File: src/sv/rmms_pkg.sv
// shared types, constants and helpers for the range max/min spread tree
package rmms_pkg;

    localparam int LEAVES_DEF  = 1024;
    localparam int FIELD_IDX_W = 10;
    localparam int VALUE_W     = 18;
    localparam int SPREAD_W    = 19;

    // func field codes
    localparam logic FUNC_QUERY  = 1'b0;
    localparam logic FUNC_ASSIGN = 1'b1;

    typedef struct packed {
        logic signed [VALUE_W-1:0] hi;
        logic signed [VALUE_W-1:0] lo;
    } node_t;

    // accumulator start for a span that holds no leaf
    localparam logic signed [VALUE_W-1:0] EMPTY_MAX = -18'sd100001;
    localparam logic signed [VALUE_W-1:0] EMPTY_MIN = 18'sd100001;
    localparam node_t EMPTY_NODE = '{hi: EMPTY_MAX, lo: EMPTY_MIN};

    typedef struct packed {
        logic  valid;
        node_t span;
    } span_result_t;

    typedef enum logic [2:0] {
        ST_CLEAR,
        ST_IDLE,
        ST_A_READ,
        ST_A_MERGE,
        ST_Q_LEFT,
        ST_Q_RIGHT
    } state_t;

    function automatic node_t node_merge(input node_t a, input node_t b);
        node_t r;
        r = a;
        if (b.hi > a.hi) begin
            r.hi = b.hi;
        end
        if (b.lo < a.lo) begin
            r.lo = b.lo;
        end
        return r;
    endfunction

endpackage

File: src/sv/rmms_ctrl.sv
// sequencer that walks the node ram for assign and query items
module rmms_ctrl #(
    parameter int LEAVES = rmms_pkg::LEAVES_DEF
) (
    input  logic                                 aclk,
    input  logic                                 aresetn,
    input  logic                                 s_valid,
    output logic                                 s_ready,
    input  logic                                 s_func,
    input  logic [rmms_pkg::FIELD_IDX_W-1:0]     s_first_index,
    input  logic [rmms_pkg::FIELD_IDX_W-1:0]     s_last_index,
    input  logic [rmms_pkg::FIELD_IDX_W-1:0]     s_position,
    input  logic signed [rmms_pkg::VALUE_W-1:0]  s_new_value,
    input  logic                                 out_free,
    output rmms_pkg::span_result_t               result,
    output logic                                 mem_we,
    output logic [$clog2(2*LEAVES)-1:0]          mem_waddr,
    output rmms_pkg::node_t                      mem_wdata,
    output logic [$clog2(2*LEAVES)-1:0]          mem_raddr,
    input  rmms_pkg::node_t                      mem_rdata
);

    localparam int NW = $clog2(2*LEAVES);
    localparam int RW = NW + 1;
    localparam int LW = $clog2(LEAVES);
    localparam int CW = (LW > rmms_pkg::FIELD_IDX_W) ? LW : rmms_pkg::FIELD_IDX_W;

    rmms_pkg::state_t state_reg, state_next;
    logic [NW-1:0]    clr_cnt_reg, clr_cnt_next;
    logic [NW-1:0]    cur_reg, cur_next;
    logic [RW-1:0]    l_reg, l_next;
    logic [RW-1:0]    r_reg, r_next;
    rmms_pkg::node_t  held_reg, held_next;
    rmms_pkg::node_t  acc_reg, acc_next;
    logic             pend_reg, pend_next;

    rmms_pkg::node_t  acc_m;
    rmms_pkg::node_t  held_m;
    logic [LW-1:0]    leaf_a, leaf_f, leaf_l;
    logic [RW-1:0]    r_dec;

    function automatic logic [LW-1:0] clamp_leaf(
        input logic [rmms_pkg::FIELD_IDX_W-1:0] v
    );
        logic [CW-1:0] w;
        w = CW'(v);
        if (w > CW'(LEAVES - 1)) begin
            return LW'(LEAVES - 1);
        end
        return LW'(w);
    endfunction

    always_ff @(posedge aclk) begin
        if (!aresetn) begin
            state_reg   <= rmms_pkg::ST_CLEAR;
            clr_cnt_reg <= '0;
            pend_reg    <= 1'b0;
        end else begin
            state_reg   <= state_next;
            clr_cnt_reg <= clr_cnt_next;
            pend_reg    <= pend_next;
        end
    end

    always_ff @(posedge aclk) begin
        cur_reg  <= cur_next;
        l_reg    <= l_next;
        r_reg    <= r_next;
        held_reg <= held_next;
        acc_reg  <= acc_next;
    end

    always_comb begin
        state_next   = state_reg;
        clr_cnt_next = clr_cnt_reg;
        cur_next     = cur_reg;
        l_next       = l_reg;
        r_next       = r_reg;
        held_next    = held_reg;
        acc_next     = acc_reg;
        pend_next    = 1'b0;
        s_ready      = 1'b0;
        result       = '{valid: 1'b0, span: acc_reg};
        mem_we       = 1'b0;
        mem_waddr    = '0;
        mem_wdata    = '0;
        mem_raddr    = '0;

        leaf_a = clamp_leaf(s_position);
        leaf_f = clamp_leaf(s_first_index);
        leaf_l = clamp_leaf(s_last_index);
        acc_m  = pend_reg ? rmms_pkg::node_merge(acc_reg, mem_rdata) : acc_reg;
        held_m = rmms_pkg::node_merge(held_reg, mem_rdata);
        r_dec  = r_reg - RW'(1);

        unique case (state_reg)
            rmms_pkg::ST_CLEAR: begin
                mem_we       = 1'b1;
                mem_waddr    = clr_cnt_reg;
                mem_wdata    = '0;
                clr_cnt_next = clr_cnt_reg + NW'(1);
                if (clr_cnt_reg == NW'(2*LEAVES - 1)) begin
                    state_next = rmms_pkg::ST_IDLE;
                end
            end
            rmms_pkg::ST_IDLE: begin
                s_ready = 1'b1;
                if (s_valid) begin
                    if (s_func == rmms_pkg::FUNC_ASSIGN) begin
                        // write the leaf now, then refresh ancestors
                        cur_next   = NW'(leaf_a) + NW'(LEAVES);
                        held_next  = '{hi: s_new_value, lo: s_new_value};
                        mem_we     = 1'b1;
                        mem_waddr  = cur_next;
                        mem_wdata  = held_next;
                        state_next = rmms_pkg::ST_A_READ;
                    end else begin
                        l_next = RW'(leaf_f) + RW'(LEAVES);
                        if (leaf_f > leaf_l) begin
                            r_next = l_next;
                        end else begin
                            r_next = RW'(leaf_l) + RW'(LEAVES) + RW'(1);
                        end
                        acc_next   = rmms_pkg::EMPTY_NODE;
                        state_next = rmms_pkg::ST_Q_LEFT;
                    end
                end
            end
            rmms_pkg::ST_A_READ: begin
                if (cur_reg == NW'(1)) begin
                    state_next = rmms_pkg::ST_IDLE;
                end else begin
                    mem_raddr  = cur_reg ^ NW'(1);
                    state_next = rmms_pkg::ST_A_MERGE;
                end
            end
            rmms_pkg::ST_A_MERGE: begin
                held_next  = held_m;
                cur_next   = cur_reg >> 1;
                mem_we     = 1'b1;
                mem_waddr  = cur_next;
                mem_wdata  = held_m;
                state_next = rmms_pkg::ST_A_READ;
            end
            rmms_pkg::ST_Q_LEFT: begin
                acc_next = acc_m;
                if (l_reg >= r_reg) begin
                    // hold the answer until the output register is free
                    if (out_free) begin
                        result     = '{valid: 1'b1, span: acc_m};
                        state_next = rmms_pkg::ST_IDLE;
                    end
                end else begin
                    if (l_reg[0]) begin
                        mem_raddr = l_reg[NW-1:0];
                        pend_next = 1'b1;
                        l_next    = l_reg + RW'(1);
                    end
                    state_next = rmms_pkg::ST_Q_RIGHT;
                end
            end
            rmms_pkg::ST_Q_RIGHT: begin
                acc_next = acc_m;
                l_next   = l_reg >> 1;
                if (r_reg[0]) begin
                    mem_raddr = r_dec[NW-1:0];
                    pend_next = 1'b1;
                    r_next    = r_dec >> 1;
                end else begin
                    r_next = r_reg >> 1;
                end
                state_next = rmms_pkg::ST_Q_LEFT;
            end
            default: begin
                state_next = rmms_pkg::ST_IDLE;
            end
        endcase
    end

`ifndef SYNTHESIS
    a_span_order: assert property (@(posedge aclk) disable iff (!aresetn)
        (state_reg == rmms_pkg::ST_Q_LEFT) |-> (l_reg <= r_reg))
        else $error("query bounds crossed");

    a_walk_root: assert property (@(posedge aclk) disable iff (!aresetn)
        (state_reg == rmms_pkg::ST_A_READ) |-> (cur_reg != '0))
        else $error("ancestor walk passed the root");

    a_write_state: assert property (@(posedge aclk) disable iff (!aresetn)
        mem_we |-> (state_reg == rmms_pkg::ST_CLEAR || state_reg == rmms_pkg::ST_IDLE
                    || state_reg == rmms_pkg::ST_A_MERGE))
        else $error("node write outside clear or assign");

    a_result_room: assert property (@(posedge aclk) disable iff (!aresetn)
        result.valid |-> (out_free && $past(state_reg) != rmms_pkg::ST_CLEAR))
        else $error("result issued with output register busy");
`endif

endmodule

File: config.mk
export PLATFORM = sky130hd
export DESIGN_NAME = rmms_ctrl
export DESIGN_NICKNAME = d
export VERILOG_FILES = /design/src/sv/rmms_pkg.sv /design/src/sv/rmms_ctrl.sv
export SDC_FILE = /design/constraint.sdc
export NUM_CORES = 1
export LEC_CHECK = 0
export BUFFER_PORTS_ARGS = -buffer_cell sky130_fd_sc_hd__buf_4
export CAP_MARGIN = 25
export CORE_ASPECT_RATIO = 0.6
export CORE_UTILIZATION = 37
export DETAILED_ROUTE_END_ITERATION = 12
export SLEW_MARGIN = 5
export SYNTH_ARGS = -nofsm -noshare
export SYNTH_HDL_FRONTEND = slang
export SYNTH_SLANG_ARGS = --single-unit
File: constraint.sdc
create_clock -name aclk -period 5.15 [get_ports aclk]
set_input_delay 1.03 -clock aclk [delete_from_list [all_inputs] [get_ports aclk]]
set_output_delay 1.03 -clock aclk [all_outputs]
set_load 0.01 [all_outputs]
== Word level (Yosys, flattened, before mapping) ==
Index checks and enable logic that the tools add are counted.

* Logic and storage cells: 117
* Register bits: 122

* $add $sub $neg: 7
* Equal/unequal tests: 14
* Bitwise logic cells: 1
* Reductions and logical operators: 13
* Order comparisons: 9
* Mux-type cells: 62

{| class="wikitable"
|+ Operator list
! kind !! number
|-
| 36-bit two-way mux || 7
|-
| 36-bit case mux with 2 select lines || 3
|-
| 37-bit two-way mux || 3
|-
| 11-bit two-way mux || 9
|-
| 12-bit two-way mux || 7
|-
| 18-bit two-way mux || 4
|-
| 11-bit case mux with 3 select lines || 2
|-
| 10-bit two-way mux || 6
|-
| 18-bit > comparator || 2
|-
| 18-bit < comparator || 2
|-
| 12-bit case mux with 3 select lines || 1
|-
| 10-bit > comparator, second input constant || 3
|-
| 10-bit by 11-bit adder with 12-bit output, second input constant || 2
|-
| 12-bit by 1-bit adder with 12-bit output, second input constant || 2
|-
| 12-bit case mux with 2 select lines || 1
|-
| 11-bit case mux with 2 select lines || 1
|-
| 3-bit case mux with 6 select lines || 1
|-
| 3-bit two-way mux || 5
|-
| 12-bit greater-or-equal comparator || 1
|-
| 2-bit != test, second input constant || 6
|-
| 3-bit AND reduction || 4
|-
| 12-bit by 1-bit subtractor with 12-bit output, second input constant || 1
|-
| 10-bit by 11-bit adder with 11-bit output, second input constant || 1
|-
| 11-bit by 1-bit adder with 11-bit output, second input constant || 1
|-
| other kinds (17) || 31
|}

== Logic depth before layout (Yosys ltp) ==
* Depth after elaboration: 9
* Mapped depth: 11

== Least setup slack after synthesis ==
No wires, ideal clock.

* Path type: input to output
* Start point: input port mem_rdata[17] (netlist name)
* End point: output port result[10] (netlist name)
* Data required time: 4.120 ns
* Setup slack: 1.029 ns
* Cell stages on the path: 10
* Data arrival time: 3.091 ns
* Path buffers: 3
* Cells stage by stage: ha_1 -> buf_2 -> and3_1 -> a211o_1 -> a21oi_1 -> mux2_4 -> buf_6 -> nor2_8 -> buf_12 -> mux2_4

{| class="wikitable"
|+ RTL lines
! element !! RTL line !! text
|-
| from (decl) || rmms_ctrl.sv:20 || <nowiki>input rmms_pkg::node_t mem_rdata</nowiki>
|-
| to (decl) || rmms_ctrl.sv:15 || <nowiki>output rmms_pkg::span_result_t result,</nowiki>
|}

==> metrics.txt <==
status=finished, final reports clean; asr flop ratio synth=0%; initial detailed-routing violation count=902; Area growth syn-to-layout=22.9%; placed cells=1563; H-tree Lvls=4; Placeable Area=25800 um^2; Yosys warning count=0; crit path DAT=3.66 ns; fmax=0.213 GHz; Worst Max-Slew Pin Slew=0.966 ns; final core utilization=47.3%; initial antenna violation count=1; HP Class=reg2reg; Max rail drop VDD=about 0.00018 V; RSZ-0062 raised after global routing=no; share of layout cells above drive strength 1=a little under a quarter; syn avg cell area=9.31 um^2; Num CTS Buffers=17; Placement Setup Slack=a little under 0.5 ns; Clk Latency, worst-skew pair=0.43 ns; Finished Layout Cells=1597; Pins Over Slew Limit=0; WHS Path Cells=2; area share of the leading cell type in the synthesized netlist=32.4%; slew margin rel.=between 30% and 40%; cts repair resizes=0; Top-Level Pins=186; R2R cell count=10; Post-synth EDFFs=107; Synth Register Bits=122; first-pass GRT wire length=45900 um; Final Routed Wirelength=29900 um; PwrDens=231 nW/um^2; synth top area cells=edfxtp_1, ha_1, mux2i_1; vias=8638; critical path endpoint category=output port; P_leak=~5.6 nW; Final ANT Viol Nets=0; final hold violation count=0; register area share after synthesis=between 30% and 40%; hold buffers post-CTS=0; die area=27500 um^2; vias in the first global route=8079; FILL cells=2535; Overflow after GRT=0; Die Wd=between 200 and 250 um; Area after DPL=around 12000 um^2; # DRC=0; Initial Utilization=38.5%; Setup Fix Bufs, Post-CTS=0; setup violators final=0; vias per inst=5.41; ANT cells=0; Nets=1415; gpl congestion=0.895; die height=129 um; CTS root buffer=clkbuf_16; Final Cycle Share=91.0%; Avg WL per Cell=18.7 um; ys flop type=edfxtp_1; TritonCTS clock tree=yes; Rows=45; port bufs=around 190; drt first pass iters=7; R2R Setup Slk=2.13 ns; Clock transition at path regs=0.05 ns; setup TNS=0 ns; startpoint types=primary input; data required time at the worst endpoint=4.12 ns; min Tclk post-route=4.69 ns; Clock Path Buffers=2; Syn Std Cell Area=approximately 9900 um^2; Final WS setup=around 0.46 ns; largest net degree at the start of global routing=76; maxcap violations=0; Crit Path Max Fanout=18; worst hold slack=0.542 ns; PnR Total Power=2.82 mW; GR Util All Layers=22.0%; design area=12200 um^2; CTS Sinks=122; Setup Skew=between 0.01 and 0.015 ns; Yosys top cell by area=edfxtp_1; syn nets=1249; synth unique cells=71; DP Wirelength=roughly 23000 um; cells after synthesis=1066; Setup CP Type=in2out
final cells by class:
| type | instances | area [um^2] | share of cell area [%] |
|---|---|---|---|
| multi-input combinational | 770 | 5700 | 46.7 |
| timing repair buffer | 205 | 1540 | 12.6 |
| clock buffer | 23 | 468 | 3.84 |
| clock inverter | 9 | 98.8 | 0.811 |
| sequential | 122 | 3510 | 28.8 |
| inverter | 116 | 435 | 3.57 |
| tap | 352 | 440 | 3.61 |
worst max-delay path, cell delays in order:
cell	delay, ns
buf_4	0.13
ha_1	0.31
a21o_1	0.18
a2111o_1	0.44
a211oi_2	0.29
a221o_1	0.22
a31oi_2	0.04
buf_4	0.26
mux2i_1	0.46
o21ai_1	0.11
buf_4	0.17
placed cells by master (no fill, tap or decap), types with 19 or more instances in the layout:
cell and instances:
inv_1 115, nand3_1 19, mux2i_1 72, mux2_4 21, nand2_1 117, edfxtp_1 107, a222oi_1 20, nor2_1 63
a21oi_1 72, o21ai_0 51, buf_4 204, nor2b_1 22, ha_1 93
Yosys cell counts (all sizes together) (17+ instances only):
master	number
nand2	119
inv	116
edfxtp	107
ha	94
a21oi	74
mux2i	73
nor2	65
o21ai	61
clkbuf	41
mux2	34
nor2b	22
a222oi	20
nand3	19
xnor2	18
buf	17
cells by family (layout without fill, tap and decap cells):
logic type               count (synthesis)  in the layout  share of synthesized area (%)
AND/OR/NAND/NOR                        309            309                           15.5
multiplexers                           107            107                           12.0
XOR/XNOR                                26             26                           2.30
adder cells (fa/ha/maj)                 94             94                           11.9
buffers and inverters                  174            353                           7.52
flip-flops                             122            122                           35.4
AO/OA/AOI/OAI                          234            234                           15.4
final timing paths:
| path | startpoint | end |
|---|---|---|
| worst min register to register | clr_cnt_reg[10] | clr_cnt_reg[10] |
| worst max register to register | held_reg[15] | held_reg[4] |
| worst min-delay path | clr_cnt_reg[10] | clr_cnt_reg[10] |
| worst max-delay path | mem_rdata[15] | mem_wdata[4] |
routing by layer:
metal,vias to the layer above,wire length (um),track usage [%]
li1,4181,-,-
met1,4070,15200,33.8
met2,355,11800,30.4
met4,2,337,4.96
met5,-,13,0
met3,30,2590,5.39
power by group:
part,switching (mW),total [mW],leakage (nW),internal [mW]
combinational,0.270,0.486,4.30,0.216
sequential,0.0322,1.15,1.05,1.11
clock,0.453,1.19,0.274,0.732
total,0.756,2.82,5.62,2.06
No activity file was read; power rests on OpenSTA's default activity.
